## config.mk

```make
export PLATFORM = sky130hd
export DESIGN_NAME = tcce_ctrl
export DESIGN_NICKNAME = d
export VERILOG_FILES = /design/src/hw/rtl/text_console_cell_engine_assert.svh /design/src/hw/rtl/tcce_pkg.sv /design/src/hw/rtl/tcce_ctrl.sv
export SDC_FILE = /design/constraint.sdc
export NUM_CORES = 1
export LEC_CHECK = 0
export ABC_AREA = 1
export CORE_AREA = 5 5 42 44
export CTS_CLUSTER_DIAMETER = 60
export DETAILED_ROUTE_END_ITERATION = 16
export DIE_AREA = 0 0 47 49
export DONT_BUFFER_PORTS = 1
export GPL_TIMING_DRIVEN = 0
export SLEW_MARGIN = 40
export SYNTH_ARGS = -nofsm -noshare
export SYNTH_HDL_FRONTEND = slang
export SYNTH_SLANG_ARGS = --single-unit
```

## constraint.sdc

```tcl
create_clock -name i_clk -period 1 [get_ports i_clk]
set_input_delay 0.15 -clock i_clk [delete_from_list [all_inputs] [get_ports i_clk]]
set_output_delay 0.15 -clock i_clk [all_outputs]
set_load 0.01 [all_outputs]
```

## src/hw/rtl/text_console_cell_engine_assert.svh

```systemverilog
// Assertion macros for the console engine datapath.
`ifndef TEXT_CONSOLE_CELL_ENGINE_ASSERT_SVH
`define TEXT_CONSOLE_CELL_ENGINE_ASSERT_SVH

// A property that must hold at every clock edge outside reset.
`define TCCE_ASSERT_ALWAYS(label, clk, rst_n, expr, msg) \
    label: assert property (@(posedge clk) disable iff (!rst_n) (expr)) \
        else $error(msg);

// A property whose consequence must hold in the cycle after its trigger.
`define TCCE_ASSERT_NEXT(label, clk, rst_n, cond, expr, msg) \
    label: assert property (@(posedge clk) disable iff (!rst_n) (cond) |=> (expr)) \
        else $error(msg);

`endif

```

## src/hw/rtl/tcce_pkg.sv

```systemverilog
package tcce_pkg;

    // Field widths of the command and result transactions.
    localparam int FUNC_W = 3;
    localparam int CHAR_W = 8;
    localparam int SGR_W  = 8;
    localparam int TCOL_W = 7;
    localparam int TROW_W = 5;
    localparam int OCOL_W = 7;
    localparam int OROW_W = 5;
    localparam int POS_W  = 11;
    localparam int ATTR_W = 8;
    localparam int CELL_W = 16;

    // Command codes.
    localparam logic [FUNC_W-1:0] FUNC_PRINT = 3'd0;
    localparam logic [FUNC_W-1:0] FUNC_SGR   = 3'd1;
    localparam logic [FUNC_W-1:0] FUNC_MOVE  = 3'd2;
    localparam logic [FUNC_W-1:0] FUNC_CLEAR = 3'd3;
    localparam logic [FUNC_W-1:0] FUNC_READ  = 3'd4;

    // Character codes with special handling.
    localparam logic [CHAR_W-1:0] CHAR_NEWLINE   = 8'h0A;
    localparam logic [CHAR_W-1:0] CHAR_BACKSPACE = 8'h08;
    localparam logic [CHAR_W-1:0] CHAR_RETURN    = 8'h0D;
    localparam logic [CHAR_W-1:0] CHAR_BLANK     = 8'h20;

    // Attribute after reset and nibble masks.
    localparam logic [ATTR_W-1:0] ATTR_RESET = 8'h0F;
    localparam logic [ATTR_W-1:0] ATTR_FG    = 8'h0F;
    localparam logic [ATTR_W-1:0] ATTR_BG    = 8'hF0;

    // SGR parameter bases.
    localparam logic [SGR_W-1:0] SGR_RESET     = 8'd0;
    localparam logic [SGR_W-1:0] SGR_FG        = 8'd30;
    localparam logic [SGR_W-1:0] SGR_BG        = 8'd40;
    localparam logic [SGR_W-1:0] SGR_FG_BRIGHT = 8'd90;
    localparam logic [SGR_W-1:0] SGR_BG_BRIGHT = 8'd100;
    localparam logic [SGR_W-1:0] SGR_SPAN      = 8'd7;

    // Commands from the controller to the datapath.
    typedef struct packed {
        logic capture;
        logic exec;
        logic fill_step;
        logic load_out;
    } t_dp_cmd;

    // Status from the datapath to the controller.
    typedef struct packed {
        logic needs_fill;
        logic is_read;
        logic fill_last;
        logic out_free;
    } t_dp_status;

    // ANSI color index to VGA color index.
    function automatic logic [3:0] ansi_to_vga(input logic [3:0] idx);
        logic [3:0] v;
        case (idx)
            4'd0:    v = 4'd0;
            4'd1:    v = 4'd4;
            4'd2:    v = 4'd2;
            4'd3:    v = 4'd6;
            4'd4:    v = 4'd1;
            4'd5:    v = 4'd5;
            4'd6:    v = 4'd3;
            4'd7:    v = 4'd7;
            4'd8:    v = 4'd8;
            4'd9:    v = 4'd12;
            4'd10:   v = 4'd10;
            4'd11:   v = 4'd14;
            4'd12:   v = 4'd9;
            4'd13:   v = 4'd13;
            4'd14:   v = 4'd11;
            default: v = 4'd15;
        endcase
        return v;
    endfunction

endpackage

```

## src/hw/rtl/tcce_ctrl.sv

```systemverilog
module tcce_ctrl (
    input  logic                  i_clk,
    input  logic                  i_rst_n,
    input  logic                  i_cmd_valid,
    output logic                  o_cmd_ready,
    input  tcce_pkg::t_dp_status  i_status,
    output tcce_pkg::t_dp_cmd     o_dp_cmd
);
    import tcce_pkg::*;

    typedef enum logic [2:0] {
        ST_INIT,
        ST_IDLE,
        ST_EXEC,
        ST_FILL,
        ST_DONE
    } t_state;

    t_state r_state;
    t_state n_state;
    logic   r_ready;

    // Next state and datapath commands.
    always_comb begin
        n_state  = r_state;
        o_dp_cmd = '0;
        case (r_state)
            ST_INIT: begin
                o_dp_cmd.fill_step = 1'b1;
                if (i_status.fill_last) begin
                    n_state = ST_IDLE;
                end
            end
            ST_IDLE: begin
                if (i_cmd_valid && r_ready) begin
                    o_dp_cmd.capture = 1'b1;
                    n_state          = ST_EXEC;
                end
            end
            ST_EXEC: begin
                o_dp_cmd.exec = 1'b1;
                if (i_status.needs_fill) begin
                    n_state = ST_FILL;
                end else if (i_status.is_read) begin
                    n_state = ST_DONE;
                end else if (i_status.out_free) begin
                    o_dp_cmd.load_out = 1'b1;
                    n_state           = ST_IDLE;
                end else begin
                    n_state = ST_DONE;
                end
            end
            ST_FILL: begin
                o_dp_cmd.fill_step = 1'b1;
                if (i_status.fill_last) begin
                    n_state = ST_DONE;
                end
            end
            ST_DONE: begin
                if (i_status.out_free) begin
                    o_dp_cmd.load_out = 1'b1;
                    n_state           = ST_IDLE;
                end
            end
            default: begin
                n_state = ST_IDLE;
            end
        endcase
    end

    // State and registered ready; reset starts the screen clearing pass.
    always_ff @(posedge i_clk) begin
        if (!i_rst_n) begin
            r_state <= ST_INIT;
            r_ready <= 1'b0;
        end else begin
            r_state <= n_state;
            r_ready <= (n_state == ST_IDLE);
        end
    end

    assign o_cmd_ready = r_ready;

endmodule

```

==> impl_metrics.toml, run 1 <==
[min_path]
holdPathEnd = "r_state[1]"
holdCritPathClass = "primary input to flop"
hold_path_depth = 2
hold_start = "i_rst_n"

[pwr]
ir_drop_v = 0.000543
power_leakage_nw = 0.177
p_sw_uw = 148
clkPwrFrac = 0.420
seq_power_share = 0.379
p_per_area_mw_per_mm2 = 1220
switching_share = 0.303
pwr-share-comb = 0.200
power.total_uw = 488
intPower_uw = 340

[setup_path]
cp_num_buf_inv = 0
cp_slowest_stage_delay_ns = 0.35
path_cells = "nand3b_1 -> o31ai_4"
critPathArrivalTime_ns = 1.08
crit_start = "r_state[0]"
r2r_slack_ns = -0.13
cp_slowest_cell = "dfxtp_4"
required_ns = 0.85
cpLargestDelayFamily = "flip-flops"
rr_worst_depth = 10
worstSetupStartpointType = "flop"
path_class = "flop to output pin"
r2r-end = "o_cmd_ready"
end_kind = "output pin"
worstPathMaxFanout = 6
r2r-start = "r_state[2]"
cp.depth = 2

[status]
violations = "negative setup slack"
status = "complete, but fails checks"

[timing]
finalSetupViolCount = 7
skew_ns = 0.00337
hold_viol = 0
setup_ws_ns = -0.231
rsz0062_at_grt = "true"
tightest_slew_ns = 0.235
max_slew_margin = 0.842
slew_violations = 0
max_freq_mhz = 812
fin_crit_sh = 1.23
tns_ns = -0.938
timing.final.crit_period_ns = 1.23
whs_ns = 0.0351

[placement]
gp_congestion = 0.651
io_buffers = 0
pre_cts_slack_ns = -0.118
dpl_cell_area_um2 = 304
dp_hpwl_um = 584

[clock_network]
ctsHoldBuffers = 0
cts-buffers-inserted = 3
cts.path.max_buffers = 2
clk_pin_slew_worst_paths_ns = 0.04
h-tree-depth = 1
root_buffer = "clkbuf_4"
clock-sinks = 4
clkLatencyLatePin_ns = 0.24
cts_tree = "built"

[synth]
synth_top_area_frac = 0.290
postSynthAreaPerCell_um2 = 6.14
ys_ff_latch = 4
synthCells = 45
synth_area_leader_cell = "dfxtp_1"
synthesis.nets = 52
syn_area_um2 = 277
synth_area_leaders = "dfxtp_1 29%, nand2_1 15%, nor2_1 9.5%"
yosys_warnings = 0
ys_seq_area_frac = 0.290
ys_types = 15

[finish]
antenna_cells = 0
regArea_um2 = 91.3
final_common_cell = "nand2_1"
multi_input_area_um2 = 208
final_area_um2 = 400
syn_to_final_growth_pct = 44.8
drive_gt1_frac = 0.385
fin_nets = 61
fillers = 159
mostFrequentLayoutCells = "10 x nand2_1, 6 x nor2_1, 5 x inv_1"

[die]
core_mm2 = 0.00140
dieArea_mm2 = 0.00230
initial_core_util = 0.197
num_rows = 14
die_h_um = 49
io_pins = 12
die_x_um = 47

[route]
drt_wl_total_um = 810
drc = 0
vias_per_cell = 4.74
firstDrtPassIters = 4
detail-route-antenna-nets = 0
detailroute.via_count = 322
drtIter0Drc = 4
post_drt_wl_per_cell_um = 11.9

[grt]
grt_max_degree = 7
grt_pass1_wl_um = 1240
antenna_found_initial = 0
first_global_vias = 314
grt.total_usage = 0.0782
overflow = 0

[flow_run]
maxCapViolations = 0
worst reg2reg max path, cell delays in order, from the launching register on:
cell and delay, ns:
dfxtp_4 0.35, inv_4 0.07, buf_6 0.11, nand2_4 0.05, nor2_4 0.14, nand2_1 0.07, nand2_1 0.09, nor2_2 0.04
nand2_1 0.05, nand2_1 0.04, nor2_1 0.07
layer usage:
layer	share of wire	global-route usage	vias to the layer above
li1	-	-	159
met1	0.35	0.0725	144
met2	0.48	0.109	15
met3	0.13	0.0554	4
met4	0.028	0.0691	0
met5	0	0	-
worst max-delay path by stage:
stage                        endpoint  slack (ns)
after global routing      o_dp_cmd[0]       -0.28
after CTS                 o_dp_cmd[0]       -0.23
final                     o_dp_cmd[0]       -0.23
after floorplan           o_cmd_ready       0.008
after global placement    o_cmd_ready       -0.11
after detailed placement  o_cmd_ready       -0.12
cell usage after synthesis:
library cell	number
nand3_2	1
o22ai_1	1
nor2_2	4
nand3b_1	2
nand3_1	2
a21oi_1	2
o31ai_1	1
nand2_2	1
o21ai_0	2
nand2_1	11
dfxtp_1	4
inv_2	1
nand4_1	1
inv_1	5
nor2_1	7
state kept, by name (all words and copies together) (netlist names):
name / count
o_cmd_ready: 1
r_state: 3
layout make-up:
type	instances	share of cell area
flip-flops and latches	4	0.228
clock buffers	3	0.0562
multi-input cells	35	0.519
repair buffers	4	0.0844
inverters	6	0.0625
well taps	16	0.0500
logic make-up (layout without fill, tap and decap cells):
group,count (synthesis),after routing,synth area share
compound gates,6,6,0.122
buf+inv,6,13,0.0814
flops,4,4,0.290
simple gates,29,29,0.507
repair_timing:
action	CTS	global route
gates resized for setup	6	7
setup buffers	2	2
setup endpoints to repair	8	8
pin swaps	1	5
metrics by stage:
step                       util  instances
after floorplan               -         45
after global placement    0.217         61
after detailed placement  0.217         61
after CTS                 0.258         66
after global routing      0.286         68
final                     0.286         68
power by group through the flow:
stage          Sequential, mW  Clock (mW)  Combinational, mW
2_1_floorplan           0.189           0             0.0650
3_3_place_gp            0.192           0             0.0742
3_5_place_dp            0.192           0             0.0763
4_1_cts                 0.188       0.214             0.0843
5_1_grt                 0.186       0.220              0.108
6_report                0.185       0.205             0.0977
Power figures use the tool's default switching activity.
==> inputs of run 2 (changes only) <==
==> constraint.sdc (replaced) <==
create_clock -name i_clk -period 1 [get_ports i_clk]
set_input_delay 0.1 -clock i_clk [delete_from_list [all_inputs] [get_ports i_clk]]
set_output_delay 0.1 -clock i_clk [all_outputs]
set_load 0.01 [all_outputs]
==> run 2 against run 1 <==
Effect of this change: the run still ends with negative setup slack left; critical endpoint is now o_cmd_ready; highest routed layer unchanged; sequential cell count is the same; largest cell class unchanged; critical path type is now flop to flop; largest power group unchanged; count of clock-buffer cells in the layout is the same; final area grew 9.7%; total power grew 1.9%.
==> impl_metrics.toml, run 2 (synthesized netlist as in run 1, its figures left out) <==
[route]
detailroute.via_count = 330
detail-route-antenna-nets = 0
firstDrtPassIters = 2
vias_per_cell = 4.71
post_drt_wl_per_cell_um = 12.2
drtIter0Drc = 3
drt_wl_total_um = 853
drc = 0

[status]
violations = "negative setup slack"
status = "complete, but fails checks"

[grt]
grt_use_met2 = 0.122
grt_pass1_wl_um = 1340
overflow = 0
antenna_found_initial = 0
grt_use_met3 = 0.0627
grt_max_degree = 8
grt.total_usage = 0.0816
busiest_layer = "met2"
first_global_vias = 334
use_met1 = 0.0789

[flow_run]
maxCapViolations = 0

[die]
die_h_um = 49
core_mm2 = 0.00140
die_x_um = 47
dieArea_mm2 = 0.00230
initial_core_util = 0.197
num_rows = 14
io_pins = 12

[finish]
mostFrequentLayoutCells = "9 x nand2_1, 6 x nor2_1, 5 x inv_1, 5 x buf_4"
final_cells = 70
utilization = 0.313
final_area_um2 = 439
final_common_cell = "nand2_1"
largest_reg_flops = 3
fin_nets = 63
antenna_cells = 0
syn_to_final_growth_pct = 58.8
regMostFlops = "r_state"
drive_gt1_frac = 0.463

[timing]
finalSetupViolCount = 7
max_slew_margin = 0.839
skew_ns = 0.00386
setup_ws_ns = -0.182
timing.final.crit_period_ns = 1.18
max_freq_mhz = 846
rsz0062_at_grt = "true"
slew_violations = 0
tns_ns = -0.740
fin_crit_sh = 1.18
tightest_slew_ns = 0.243
whs_ns = 0.0295
hold_viol = 0

[pwr]
power_leakage_nw = 0.187
p_per_area_mw_per_mm2 = 1130
ir_drop_v = 0.000491
power.total_uw = 497

[setup_path]
r2r-start = "r_state[0]"
end_kind = "flop"
worstSetupStartpointType = "flop"
crit_start = "r_state[0]"
critPathCapture = "o_cmd_ready"
path_class = "flop to flop"
critPathArrivalTime_ns = 1.31
worstPathMaxFanout = 4
required_ns = 1.13
r2r-end = "o_cmd_ready"
r2r_slack_ns = -0.18
rr_worst_depth = 6

[clock_network]
cts.path.max_buffers = 2
clkLatencyLatePin_ns = 0.23
root_buffer = "clkbuf_4"
h-tree-depth = 1
cts-buffers-inserted = 3
clk_pin_slew_worst_paths_ns = 0.04
cts_tree = "built"
clock-sinks = 4

[placement]
pre_cts_slack_ns = -0.133
dpl_cell_area_um2 = 299
dp_hpwl_um = 568
place_inst = 61
io_buffers = 0
gp_congestion = 0.643

[min_path]
holdCritPathClass = "primary input to flop"
run 2: repair_timing:
| action | CTS | global route |
|---|---|---|
| hold buffers | 1 | 0 |
| pin swaps | 8 | 0 |
| resized for setup | 19 | 2 |
| setup endpoints to repair | 7 | 8 |
| setup buffers | 4 | 1 |
| hold endpoints to repair | 1 | 0 |
run 2: how the worst min path moves through the flow:
stage,startpoint,end,slack [ns],cells after the start
floorplan,i_rst_n,r_state[1],0.23,2
global placement,i_rst_n,r_state[1],0.23,2
CTS,i_rst_n,r_state[0],0.02,2
finish,i_rst_n,r_state[2],0.03,2
global route,i_rst_n,o_cmd_ready,0.03,2
detailed placement,i_rst_n,r_state[1],0.24,2
run 2: per-layer routing:
layer | part of all wire | up-vias
met3 | 0.097 | 2
met2 | 0.48 | 13
met1 | 0.39 | 151
li1 | - | 164
met4 | 0.029 | 0
met5 | 0 | -
run 2: where the power goes:
group	total (mW)	switching, mW	internal [mW]
Clock	0.197	0.0633	0.134
Combinational	0.113	0.0681	0.0447
Sequential	0.187	0.0180	0.169
run 2: worst max-delay path, stage by stage, from the launching register on:
cell and delay [ns]:
dfxtp_4 0.35, nand3b_1 0.22, buf_4 0.19, o21ai_4 0.16
nor2_1 0.06, nand2_1 0.06, nor2_1 0.03
run 2: final cells by class:
| type | count | area [um2] |
|---|---|---|
| fill | 163 | 962 |
| multi-input combinational | 35 | 230 |
| sequential | 4 | 91.3 |
| timing repair buffer | 6 | 47.5 |
| inverter | 6 | 27.5 |
| clock buffer | 3 | 22.5 |
| tap | 16 | 20.0 |
